**src/hdl/mcf_pkg.sv**
```systemverilog
// Shared types and constants for the message chunk framer.
`timescale 1ns / 1ps

package mcf_pkg;

  // Header layout and limits.
  localparam int unsigned HEADER_BYTES = 10;
  localparam int unsigned CHUNK_LIMIT  = 99;
  localparam int unsigned IDENT_MAX    = 9999;
  localparam int unsigned TTL_MAX      = 99;

  // Field widths.
  localparam int unsigned BYTE_W  = 8;
  localparam int unsigned LEN_W   = 18;
  localparam int unsigned IDENT_W = 14;
  localparam int unsigned MTU_W   = 11;
  localparam int unsigned HOP_W   = 7;
  localparam int unsigned CHUNK_W = 7;
  localparam int unsigned ERR_W   = 2;

  // Configuration port.
  localparam int unsigned CFG_IDX_W  = 1;
  localparam int unsigned CFG_DATA_W = MTU_W;
  localparam logic [CFG_IDX_W-1:0] CFG_MTU = 1'd0;
  localparam logic [CFG_IDX_W-1:0] CFG_HOP = 1'd1;

  localparam logic [MTU_W-1:0] MTU_RESET = 11'd512;
  localparam logic [HOP_W-1:0] HOP_RESET = 7'd0;

  // Error codes.
  typedef enum logic [ERR_W-1:0] {
    ERR_NONE  = 2'd0,
    ERR_IDENT = 2'd1,
    ERR_COUNT = 2'd2
  } err_code_t;

  // Input request.
  typedef struct packed {
    logic [BYTE_W-1:0]  data_byte;
    logic [LEN_W-1:0]   message_length;
    logic [IDENT_W-1:0] packet_ident;
  } in_item_t;

  // Result request.
  typedef struct packed {
    logic [BYTE_W-1:0] out_byte;
    logic              is_header;
    logic              chunk_end;
    logic              message_end;
    logic [ERR_W-1:0]  error_code;
  } out_item_t;

endpackage

```
**src/hdl/message_chunk_framer_top.sv**
```systemverilog
// Message chunk framer: splits a byte stream into chunks with ASCII headers.
`timescale 1ns / 1ps

// The block takes one payload byte per input request and returns its results
// through a registered output, so a new request is taken while the previous
// result still waits. A byte inside an open chunk goes straight to its payload
// result. The first byte of each later chunk is preceded by its header digits.
// The first byte of a message also runs the chunk count division on a shared
// 14-bit subtractor, then the decimal split of the packet id on the same
// subtractor, and then its own header digits. A message with a bad packet id
// skips both and gives a single error result; one with too many chunks gives it
// after the division. Bytes of a dropped message are taken and give nothing.
module message_chunk_framer_top (
  input  logic                               clk,
  input  logic                               rst_n,
  input  logic                               in_valid,
  output logic                               in_ready,
  input  mcf_pkg::in_item_t                  in_data,
  output logic                               out_valid,
  input  logic                               out_ready,
  output mcf_pkg::out_item_t                 out_data,
  input  logic                               cfg_we,
  input  logic [mcf_pkg::CFG_IDX_W-1:0]      cfg_index,
  input  logic [mcf_pkg::CFG_DATA_W-1:0]     cfg_wdata
);

  typedef enum logic [2:0] {
    ST_IDLE,
    ST_DIV,
    ST_DIGIT,
    ST_HDR,
    ST_PAY,
    ST_ERR
  } state_t;

  localparam int unsigned SUB_W  = mcf_pkg::IDENT_W;
  localparam int unsigned STEP_W = $clog2(mcf_pkg::LEN_W);
  localparam int unsigned HCNT_W = $clog2(mcf_pkg::HEADER_BYTES);
  localparam logic [STEP_W-1:0] STEP_LAST = STEP_W'(mcf_pkg::LEN_W - 1);
  localparam logic [HCNT_W-1:0] HCNT_LAST = HCNT_W'(mcf_pkg::HEADER_BYTES - 1);
  localparam logic [mcf_pkg::MTU_W-1:0] MTU_FLOOR =
    mcf_pkg::MTU_W'(2 * mcf_pkg::HEADER_BYTES);
  localparam logic [mcf_pkg::MTU_W-1:0] HDR_LEN = mcf_pkg::MTU_W'(mcf_pkg::HEADER_BYTES);

  // Tens digit of a value below one hundred.
  function automatic logic [3:0] tens_of(input logic [6:0] v);
    logic [3:0] t;
    t = 4'd0;
    for (int k = 1; k < 10; k++) begin
      if (v >= 7'(10 * k)) begin
        t = 4'(k);
      end
    end
    return t;
  endfunction

  // Ones digit of a value below one hundred.
  function automatic logic [3:0] ones_of(input logic [6:0] v);
    logic [6:0] r;
    r = v - 7'(tens_of(v)) * 7'd10;
    return r[3:0];
  endfunction

  state_t                        state_r;
  logic [mcf_pkg::MTU_W-1:0]     mtu_r;
  logic [mcf_pkg::HOP_W-1:0]     hop_r;

  // Message state.
  logic [mcf_pkg::LEN_W-1:0]     byte_pos_r;
  logic [mcf_pkg::MTU_W-1:0]     chunk_fill_r;
  logic [mcf_pkg::CHUNK_W-1:0]   chunk_idx_r;
  logic [mcf_pkg::CHUNK_W-1:0]   chunk_tot_r;
  logic                          drop_r;

  // Request held while it is worked on.
  logic [mcf_pkg::BYTE_W-1:0]    data_r;
  logic                          last_r;
  logic [mcf_pkg::ERR_W-1:0]     err_r;

  // Sequencer working registers.
  logic [mcf_pkg::LEN_W-1:0]     div_num_r;
  logic [mcf_pkg::MTU_W-1:0]     div_rem_r;
  logic [mcf_pkg::LEN_W-1:0]     div_quo_r;
  logic [STEP_W-1:0]             step_r;
  logic [SUB_W-1:0]              id_rem_r;
  logic [3:0]                    dig_r [4];
  logic [1:0]                    dig_sel_r;
  logic [HCNT_W-1:0]             hdr_cnt_r;

  logic                          out_valid_r;
  logic                          out_valid_nxt;
  mcf_pkg::out_item_t            out_data_r;

  logic                          accept;
  logic                          out_free;
  logic                          out_load;
  logic [mcf_pkg::MTU_W-1:0]     cap;
  logic                          last_nxt;
  logic [mcf_pkg::LEN_W-1:0]     len_adj;
  logic [SUB_W-1:0]              sub_a;
  logic [SUB_W-1:0]              sub_b;
  logic [SUB_W:0]                sub_diff;
  logic                          sub_ge;
  logic [mcf_pkg::MTU_W-1:0]     div_rem_nxt;
  logic [mcf_pkg::LEN_W-1:0]     div_quo_nxt;
  logic                          cend;
  logic [7:0]                    num_sum;
  logic [6:0]                    chunk_num;
  logic [6:0]                    ttl;
  logic [3:0]                    hdr_digit;

  assign in_ready  = (state_r == ST_IDLE);
  assign accept    = in_valid && in_ready;
  assign out_valid = out_valid_r;
  assign out_data  = out_data_r;
  assign out_free  = !out_valid_r || out_ready;

  // A result is loaded in the emitting states whenever the output slot is free.
  assign out_load      = out_free &&
                         (state_r == ST_HDR || state_r == ST_PAY || state_r == ST_ERR);
  assign out_valid_nxt = out_load || (out_valid_r && !out_ready);

  // Payload room per chunk, with the smallest chunk size enforced.
  assign cap = (mtu_r < MTU_FLOOR) ? HDR_LEN : (mtu_r - HDR_LEN);

  assign last_nxt = ({1'b0, byte_pos_r} + 19'd1) >= {1'b0, in_data.message_length};
  assign len_adj  = (in_data.message_length == '0) ? mcf_pkg::LEN_W'(1)
                                                   : in_data.message_length;

  // Shared subtractor: division steps and decimal digit steps.
  always_comb begin
    if (state_r == ST_DIV) begin
      sub_a = {2'b00, div_rem_r, div_num_r[mcf_pkg::LEN_W-1]};
      sub_b = SUB_W'(cap);
    end else begin
      sub_a = id_rem_r;
      case (dig_sel_r)
        2'd0:    sub_b = SUB_W'(1000);
        2'd1:    sub_b = SUB_W'(100);
        default: sub_b = SUB_W'(10);
      endcase
    end
  end

  assign sub_diff    = {1'b0, sub_a} - {1'b0, sub_b};
  assign sub_ge      = !sub_diff[SUB_W];
  assign div_rem_nxt = sub_ge ? sub_diff[mcf_pkg::MTU_W-1:0] : sub_a[mcf_pkg::MTU_W-1:0];
  assign div_quo_nxt = {div_quo_r[mcf_pkg::LEN_W-2:0], sub_ge};

  // Chunk close test for the held payload byte.
  assign cend = last_r || (({1'b0, chunk_fill_r} + 12'd1) >= {1'b0, cap});

  // Header digit selection.
  assign num_sum   = {1'b0, chunk_idx_r} + 8'd1;
  assign chunk_num = (num_sum >= 8'd100) ? 7'(num_sum - 8'd100) : num_sum[6:0];
  assign ttl       = (hop_r > 7'(mcf_pkg::TTL_MAX)) ? 7'(mcf_pkg::TTL_MAX) : hop_r;

  always_comb begin
    case (hdr_cnt_r)
      4'd0:    hdr_digit = dig_r[0];
      4'd1:    hdr_digit = dig_r[1];
      4'd2:    hdr_digit = dig_r[2];
      4'd3:    hdr_digit = dig_r[3];
      4'd4:    hdr_digit = tens_of(chunk_num);
      4'd5:    hdr_digit = ones_of(chunk_num);
      4'd6:    hdr_digit = tens_of(chunk_tot_r);
      4'd7:    hdr_digit = ones_of(chunk_tot_r);
      4'd8:    hdr_digit = tens_of(ttl);
      default: hdr_digit = ones_of(ttl);
    endcase
  end

  // Configuration registers.
  always_ff @(posedge clk) begin
    if (!rst_n) begin
      mtu_r <= mcf_pkg::MTU_RESET;
      hop_r <= mcf_pkg::HOP_RESET;
    end else if (cfg_we) begin
      unique case (cfg_index)
        mcf_pkg::CFG_MTU: mtu_r <= cfg_wdata;
        mcf_pkg::CFG_HOP: hop_r <= cfg_wdata[mcf_pkg::HOP_W-1:0];
        default: ;
      endcase
    end
  end

  // Sequencer, message state and output register.
  always_ff @(posedge clk) begin
    if (!rst_n) begin
      state_r      <= ST_IDLE;
      out_valid_r  <= 1'b0;
      byte_pos_r   <= '0;
      chunk_fill_r <= '0;
      chunk_idx_r  <= '0;
      chunk_tot_r  <= '0;
      drop_r       <= 1'b0;
    end else begin
      out_valid_r <= out_valid_nxt;

      unique case (state_r)
        ST_IDLE: begin
          if (accept) begin
            data_r   <= in_data.data_byte;
            last_r   <= last_nxt;
            id_rem_r <= in_data.packet_ident;
            if (byte_pos_r == '0) begin
              if (in_data.packet_ident > SUB_W'(mcf_pkg::IDENT_MAX)) begin
                err_r   <= mcf_pkg::ERR_IDENT;
                state_r <= ST_ERR;
              end else begin
                div_num_r <= len_adj - mcf_pkg::LEN_W'(1);
                div_rem_r <= '0;
                div_quo_r <= '0;
                step_r    <= STEP_LAST;
                state_r   <= ST_DIV;
              end
            end else if (drop_r) begin
              // Bytes of a dropped message are consumed silently.
              if (last_nxt) begin
                byte_pos_r <= '0;
                drop_r     <= 1'b0;
              end else begin
                byte_pos_r <= byte_pos_r + mcf_pkg::LEN_W'(1);
              end
            end else if (chunk_fill_r == '0) begin
              hdr_cnt_r <= '0;
              state_r   <= ST_HDR;
            end else begin
              state_r <= ST_PAY;
            end
          end
        end

        // One restoring division step per cycle: (length - 1) / cap.
        ST_DIV: begin
          div_rem_r <= div_rem_nxt;
          div_quo_r <= div_quo_nxt;
          div_num_r <= {div_num_r[mcf_pkg::LEN_W-2:0], 1'b0};
          step_r    <= step_r - STEP_W'(1);
          if (step_r == '0) begin
            if (div_quo_nxt >= mcf_pkg::LEN_W'(mcf_pkg::CHUNK_LIMIT)) begin
              err_r   <= mcf_pkg::ERR_COUNT;
              state_r <= ST_ERR;
            end else begin
              chunk_tot_r  <= div_quo_nxt[mcf_pkg::CHUNK_W-1:0] + mcf_pkg::CHUNK_W'(1);
              chunk_fill_r <= '0;
              chunk_idx_r  <= '0;
              for (int k = 0; k < 4; k++) begin
                dig_r[k] <= 4'd0;
              end
              dig_sel_r <= 2'd0;
              state_r   <= ST_DIGIT;
            end
          end
        end

        // Decimal split of the packet id by repeated subtraction.
        ST_DIGIT: begin
          if (sub_ge) begin
            id_rem_r         <= sub_diff[SUB_W-1:0];
            dig_r[dig_sel_r] <= dig_r[dig_sel_r] + 4'd1;
          end else if (dig_sel_r == 2'd2) begin
            dig_r[3]  <= id_rem_r[3:0];
            hdr_cnt_r <= '0;
            state_r   <= ST_HDR;
          end else begin
            dig_sel_r <= dig_sel_r + 2'd1;
          end
        end

        // Header digits, one per free output slot.
        ST_HDR: begin
          if (out_free) begin
            out_data_r.out_byte    <= 8'h30 + {4'd0, hdr_digit};
            out_data_r.is_header   <= 1'b1;
            out_data_r.chunk_end   <= 1'b0;
            out_data_r.message_end <= 1'b0;
            out_data_r.error_code  <= mcf_pkg::ERR_NONE;
            hdr_cnt_r              <= hdr_cnt_r + HCNT_W'(1);
            if (hdr_cnt_r == HCNT_LAST) begin
              state_r <= ST_PAY;
            end
          end
        end

        // The payload byte itself, then the chunk and message counters.
        ST_PAY: begin
          if (out_free) begin
            out_data_r.out_byte    <= data_r;
            out_data_r.is_header   <= 1'b0;
            out_data_r.chunk_end   <= cend;
            out_data_r.message_end <= last_r;
            out_data_r.error_code  <= mcf_pkg::ERR_NONE;
            if (last_r) begin
              byte_pos_r   <= '0;
              chunk_fill_r <= '0;
              chunk_idx_r  <= '0;
              chunk_tot_r  <= '0;
            end else begin
              byte_pos_r <= byte_pos_r + mcf_pkg::LEN_W'(1);
              if (cend) begin
                chunk_fill_r <= '0;
                chunk_idx_r  <= chunk_idx_r + mcf_pkg::CHUNK_W'(1);
              end else begin
                chunk_fill_r <= chunk_fill_r + mcf_pkg::MTU_W'(1);
              end
            end
            state_r <= ST_IDLE;
          end
        end

        // Single error request; the rest of the message is dropped.
        ST_ERR: begin
          if (out_free) begin
            out_data_r.out_byte    <= '0;
            out_data_r.is_header   <= 1'b0;
            out_data_r.chunk_end   <= 1'b0;
            out_data_r.message_end <= 1'b0;
            out_data_r.error_code  <= err_r;
            chunk_fill_r           <= '0;
            chunk_idx_r            <= '0;
            chunk_tot_r            <= '0;
            if (last_r) begin
              byte_pos_r <= '0;
              drop_r     <= 1'b0;
            end else begin
              byte_pos_r <= mcf_pkg::LEN_W'(1);
              drop_r     <= 1'b1;
            end
            state_r <= ST_IDLE;
          end
        end

        default: state_r <= ST_IDLE;
      endcase
    end
  end

endmodule
```
**config.mk**
```make
export PLATFORM = sky130hd
export DESIGN_NAME = message_chunk_framer_top
export DESIGN_NICKNAME = d
export VERILOG_FILES = /design/src/hdl/mcf_pkg.sv /design/src/hdl/message_chunk_framer_top.sv
export SDC_FILE = /design/constraint.sdc
export NUM_CORES = 1
export LEC_CHECK = 0
export BUFFER_PORTS_ARGS = -buffer_cell sky130_fd_sc_hd__buf_2
export CAP_MARGIN = 5
export CORE_ASPECT_RATIO = 0.9
export CORE_MARGIN = 1
export CORE_UTILIZATION = 30
export DETAILED_ROUTE_END_ITERATION = 16
export PLACE_DENSITY = 0.49
export RECOVER_POWER = 25
export REMOVE_ABC_BUFFERS = 1
export SLEW_MARGIN = 10
export SYNTH_ARGS = -nofsm -noshare
export SYNTH_HDL_FRONTEND = slang
export SYNTH_SLANG_ARGS = --single-unit
```
**constraint.sdc**
```tcl
create_clock -name clk -period 16 [get_ports clk]
set_input_delay 3.2 -clock clk [delete_from_list [all_inputs] [get_ports clk]]
set_output_delay 3.2 -clock clk [all_outputs]
set_load 0.05 [all_outputs]
```
==> reports/qor.txt <==
Initial Utilization: 0.306
Lkg Pwr: 5.16 nW
commonest cells after routing, fill and taps aside: nand2_1, nor2_1, edfxtp_1
Crit. End Element: flip-flop
adder-cell share of the synthesized area: 0.0727
per-cell routed wire length: 16.5 um
Max FO, Critical Path: 53
Mapped Cells: 1,356
WP data required: 16.35 ns
htree depth: 4
most common cell after layout, fill and taps aside: nand2_1
worst slack at placement: 8.10 ns
CP dominant cell by count: clkbuf_1
crit-path cells: clkbuf_1, nand2_2, clkbuf_1, inv_1, clkbuf_1, nor3_1, o21ba_1, fa_1, a21o_1, a21oi_1, o21bai_1, a2111oi_0, o31ai_1, a211oi_2, inv_1, ha_1, or4_1, a31oi_1, nand2_1, a21o_1, or4_1, a21oi_1
Num Clock Sinks: 179
Post-Synth Simple-Gate Area: 0.224
Setup-failing EPs final: 0
main flop type after synthesis: edfxtp_1
HPWL after DPL: 24.0 mm
layout cells sized above 1: 0.0962
Post-Synth XOR/XNOR Area: 0.0640
latest clock arrival within the worst-skew pair: 0.45 ns
final std cells w/o fill: 1,928
vias in the first global route: 9,441
core area: 38,500 sq um
delay-heaviest family, CP: buffers and inverters
PortBufs: 71
die height: 190 um
warnings from Yosys: 0
max_cap viols: 2
initial antenna violation count: 1
CTS tree: done
RSZ-0062 raised after global routing: no
post-synthesis register bit count: 179
Yosys top cell area share: 0.283
std cell rows: 68
mux contribution to synthesized area: 0.0217
worst slew pin tran: 2.12 ns
drt first pass iters: 5
Clock Path Buffers: 2
status: finished with violations
Final Cycle Share: 0.617
total gr overflow: 0
ant diodes: 0
Final Hold Viols: 0
count of cells resized by post-cts repair: 0
post-synth top area cell: edfxtp_1
gr usage total: 0.163
WP data arrival: 10.22 ns
VDD IR max: 0.0000729 V
Synth cell types: 86
Slew HR: -0.415
hold buffer count at CTS: 0
Placed Area: 12,600 sq um
first-pass GRT wire length: 51.4 mm
number of synthesized flops with an enable pin: 111
Die Wd: 211 um
Post-Place Cells: 1,896
Top-Level Pins: 72
final instance area: 13,200 sq um
largest family of logic cells by synthesized area: simple AND/OR/NAND/NOR gates
top routing layer in use: met5
setup repair bufs after CTS: 0
wl on met1: 15.1 mm
synth top area cells: edfxtp_1, dfxtp_1, ha_1, nand2_1, xnor2_1
largest net degree at the start of global routing: 54
CP Launch Type: flip-flop
Hold Path Class: reg -> reg
power per cell area: 126 nW/um^2
total wire length: 31.9 mm
Vias: 9,838
CP Buf/Inv Count: 5
CP peak stage delay: 1.50 ns
Synth async-reset ratio: 0
post-route ant nets: 0
die area: 40,000 sq um
CTS Buf Count: 17
setup TNS: 0 ns
Final Worst Setup Slack: 6.13 ns
Max Slew Vio Count: 100
root buf cell: clkbuf_16
routed wl met3: 1.37 mm
violated checks: max-capacitance violations, max-slew violations
syn_area_per_cell: 8.68 sq um
Highest Clock Rate: 0.101 GHz
DRT iter0 DRCs: 808
Setup CP Type: reg -> reg
Clk pin slew, worst setup/hold paths: 0.07 ns
layout net count: 1,513
DR WL met2: 15.0 mm
# DRC: 0
compound-cell area share of the yosys netlist: 0.169
gpl congestion: 0.908
slowest library cell on the worst path: clkbuf_1
Final min period: 9.87 ns
clock skew: 0.0106 ns
sequential-to-total area share from yosys stat: 0.399
DR vias/cell: 5.10
synthesized area: 11,800 sq um
synthesis-to-layout area growth: 12.0%
## cell usage after synthesis (11+ instances only)
| cell type | number |
|---|---|
| a21o_1 | 19 |
| nand2b_1 | 19 |
| xor2_1 | 28 |
| xnor2_1 | 58 |
| clkbuf_1 | 58 |
| nand4_1 | 13 |
| a21oi_1 | 90 |
| nor2b_1 | 16 |
| and2_1 | 11 |
| nor2_1 | 115 |
| nand2_1 | 181 |
| nor3_1 | 31 |
| dfxtp_1 | 68 |
| and3_1 | 35 |
| mux2i_1 | 12 |
| inv_1 | 76 |
| nor4_1 | 15 |
| o21ai_0 | 84 |
| o31ai_1 | 12 |
| a31oi_1 | 13 |
| ha_1 | 62 |
| edfxtp_1 | 111 |
| nand3_1 | 63 |
## per-stage QoR
stage	power, mW	utilization	hold slack [ns]
6_report	1.66	0.342	0.472
5_1_grt	1.77	0.342	0.501
4_1_cts	1.68	0.343	0.474
3_5_place_dp	1.23	0.327	0.464
3_3_place_gp	1.23	0.327	0.468
2_1_floorplan	1.06	-	0.432
## metal layers
layer / up-vias / track usage
met3: 28 / 0.0295
li1: 4915 / -
met2: 198 / 0.264
met4: 2 / 0.0393
met5: - / 0
met1: 4695 / 0.225
## registers in the layout, indices dropped and copies added (netlist names), 8 cells and up, named ones only
register,cells
byte_pos_r,18
chunk_fill_r,11
data_r,8
dig_r,16
div_num_r,18
div_quo_r,17
div_rem_r,11
id_rem_r,14
mtu_r,11
out_data,13
## final cells by class
type / instances / area (sq um)
Inverter: 77 / 292
Clock inverter: 13 / 160
Fill cell: 4011 / 25400
Multi-Input combinational cell: 1030 / 6510
Clock buffer: 19 / 443
Tap cell: 525 / 657
Timing Repair Buffer: 85 / 432
Sequential cell: 179 / 4690
## worst reg2reg max path, stage by stage, from the launching register on
cell       delay [ns]
dfxtp_1          0.30
clkbuf_1         0.55
nand2_2          0.20
clkbuf_1         1.50
inv_1            0.66
clkbuf_1         0.71
nor3_1           0.47
o21ba_1          0.23
fa_1             0.45
a21o_1           0.18
a21oi_1          0.21
o21bai_1         0.12
a2111oi_0        0.64
o31ai_1          0.25
a211oi_2         0.42
inv_1            0.29
ha_1             0.32
or4_1            0.48
a31oi_1          0.37
nand2_1          0.18
a21o_1           0.50
or4_1            0.59
a21oi_1          0.17
## cell families (layout without fill, tap and decap cells)
logic type	Yosys count	count (layout)
compound gates	309	309
xor+xnor	86	86
fa+ha+maj	66	66
buf+inv	147	194
flops	179	179
mux	20	20
simple gates	549	549
## power by group
part / leakage (nW) / switching (mW) / internal (mW)
clock network: 0.285 / 0.190 / 0.250
logic: 3.25 / 0.380 / 0.213
registers: 1.62 / 0.0402 / 0.585
## path summary, 6_finish.rpt
check / from / endpoint / slack [ns] / cells after the start
worst min-delay path: hop_r[0]$_SDFFE_PN0P_ / hop_r[0]$_SDFFE_PN0P_ / 0.47 / 2
worst max register to register: state_r[0]$_SDFFE_PN0P_ / chunk_idx_r[4]$_SDFFE_PN0P_ / 6.13 / 22
worst min register to register: hop_r[0]$_SDFFE_PN0P_ / hop_r[0]$_SDFFE_PN0P_ / 0.47 / 2
worst max-delay path: state_r[0]$_SDFFE_PN0P_ / chunk_idx_r[4]$_SDFFE_PN0P_ / 6.13 / 22
No activity file was read; power rests on OpenSTA's default activity.
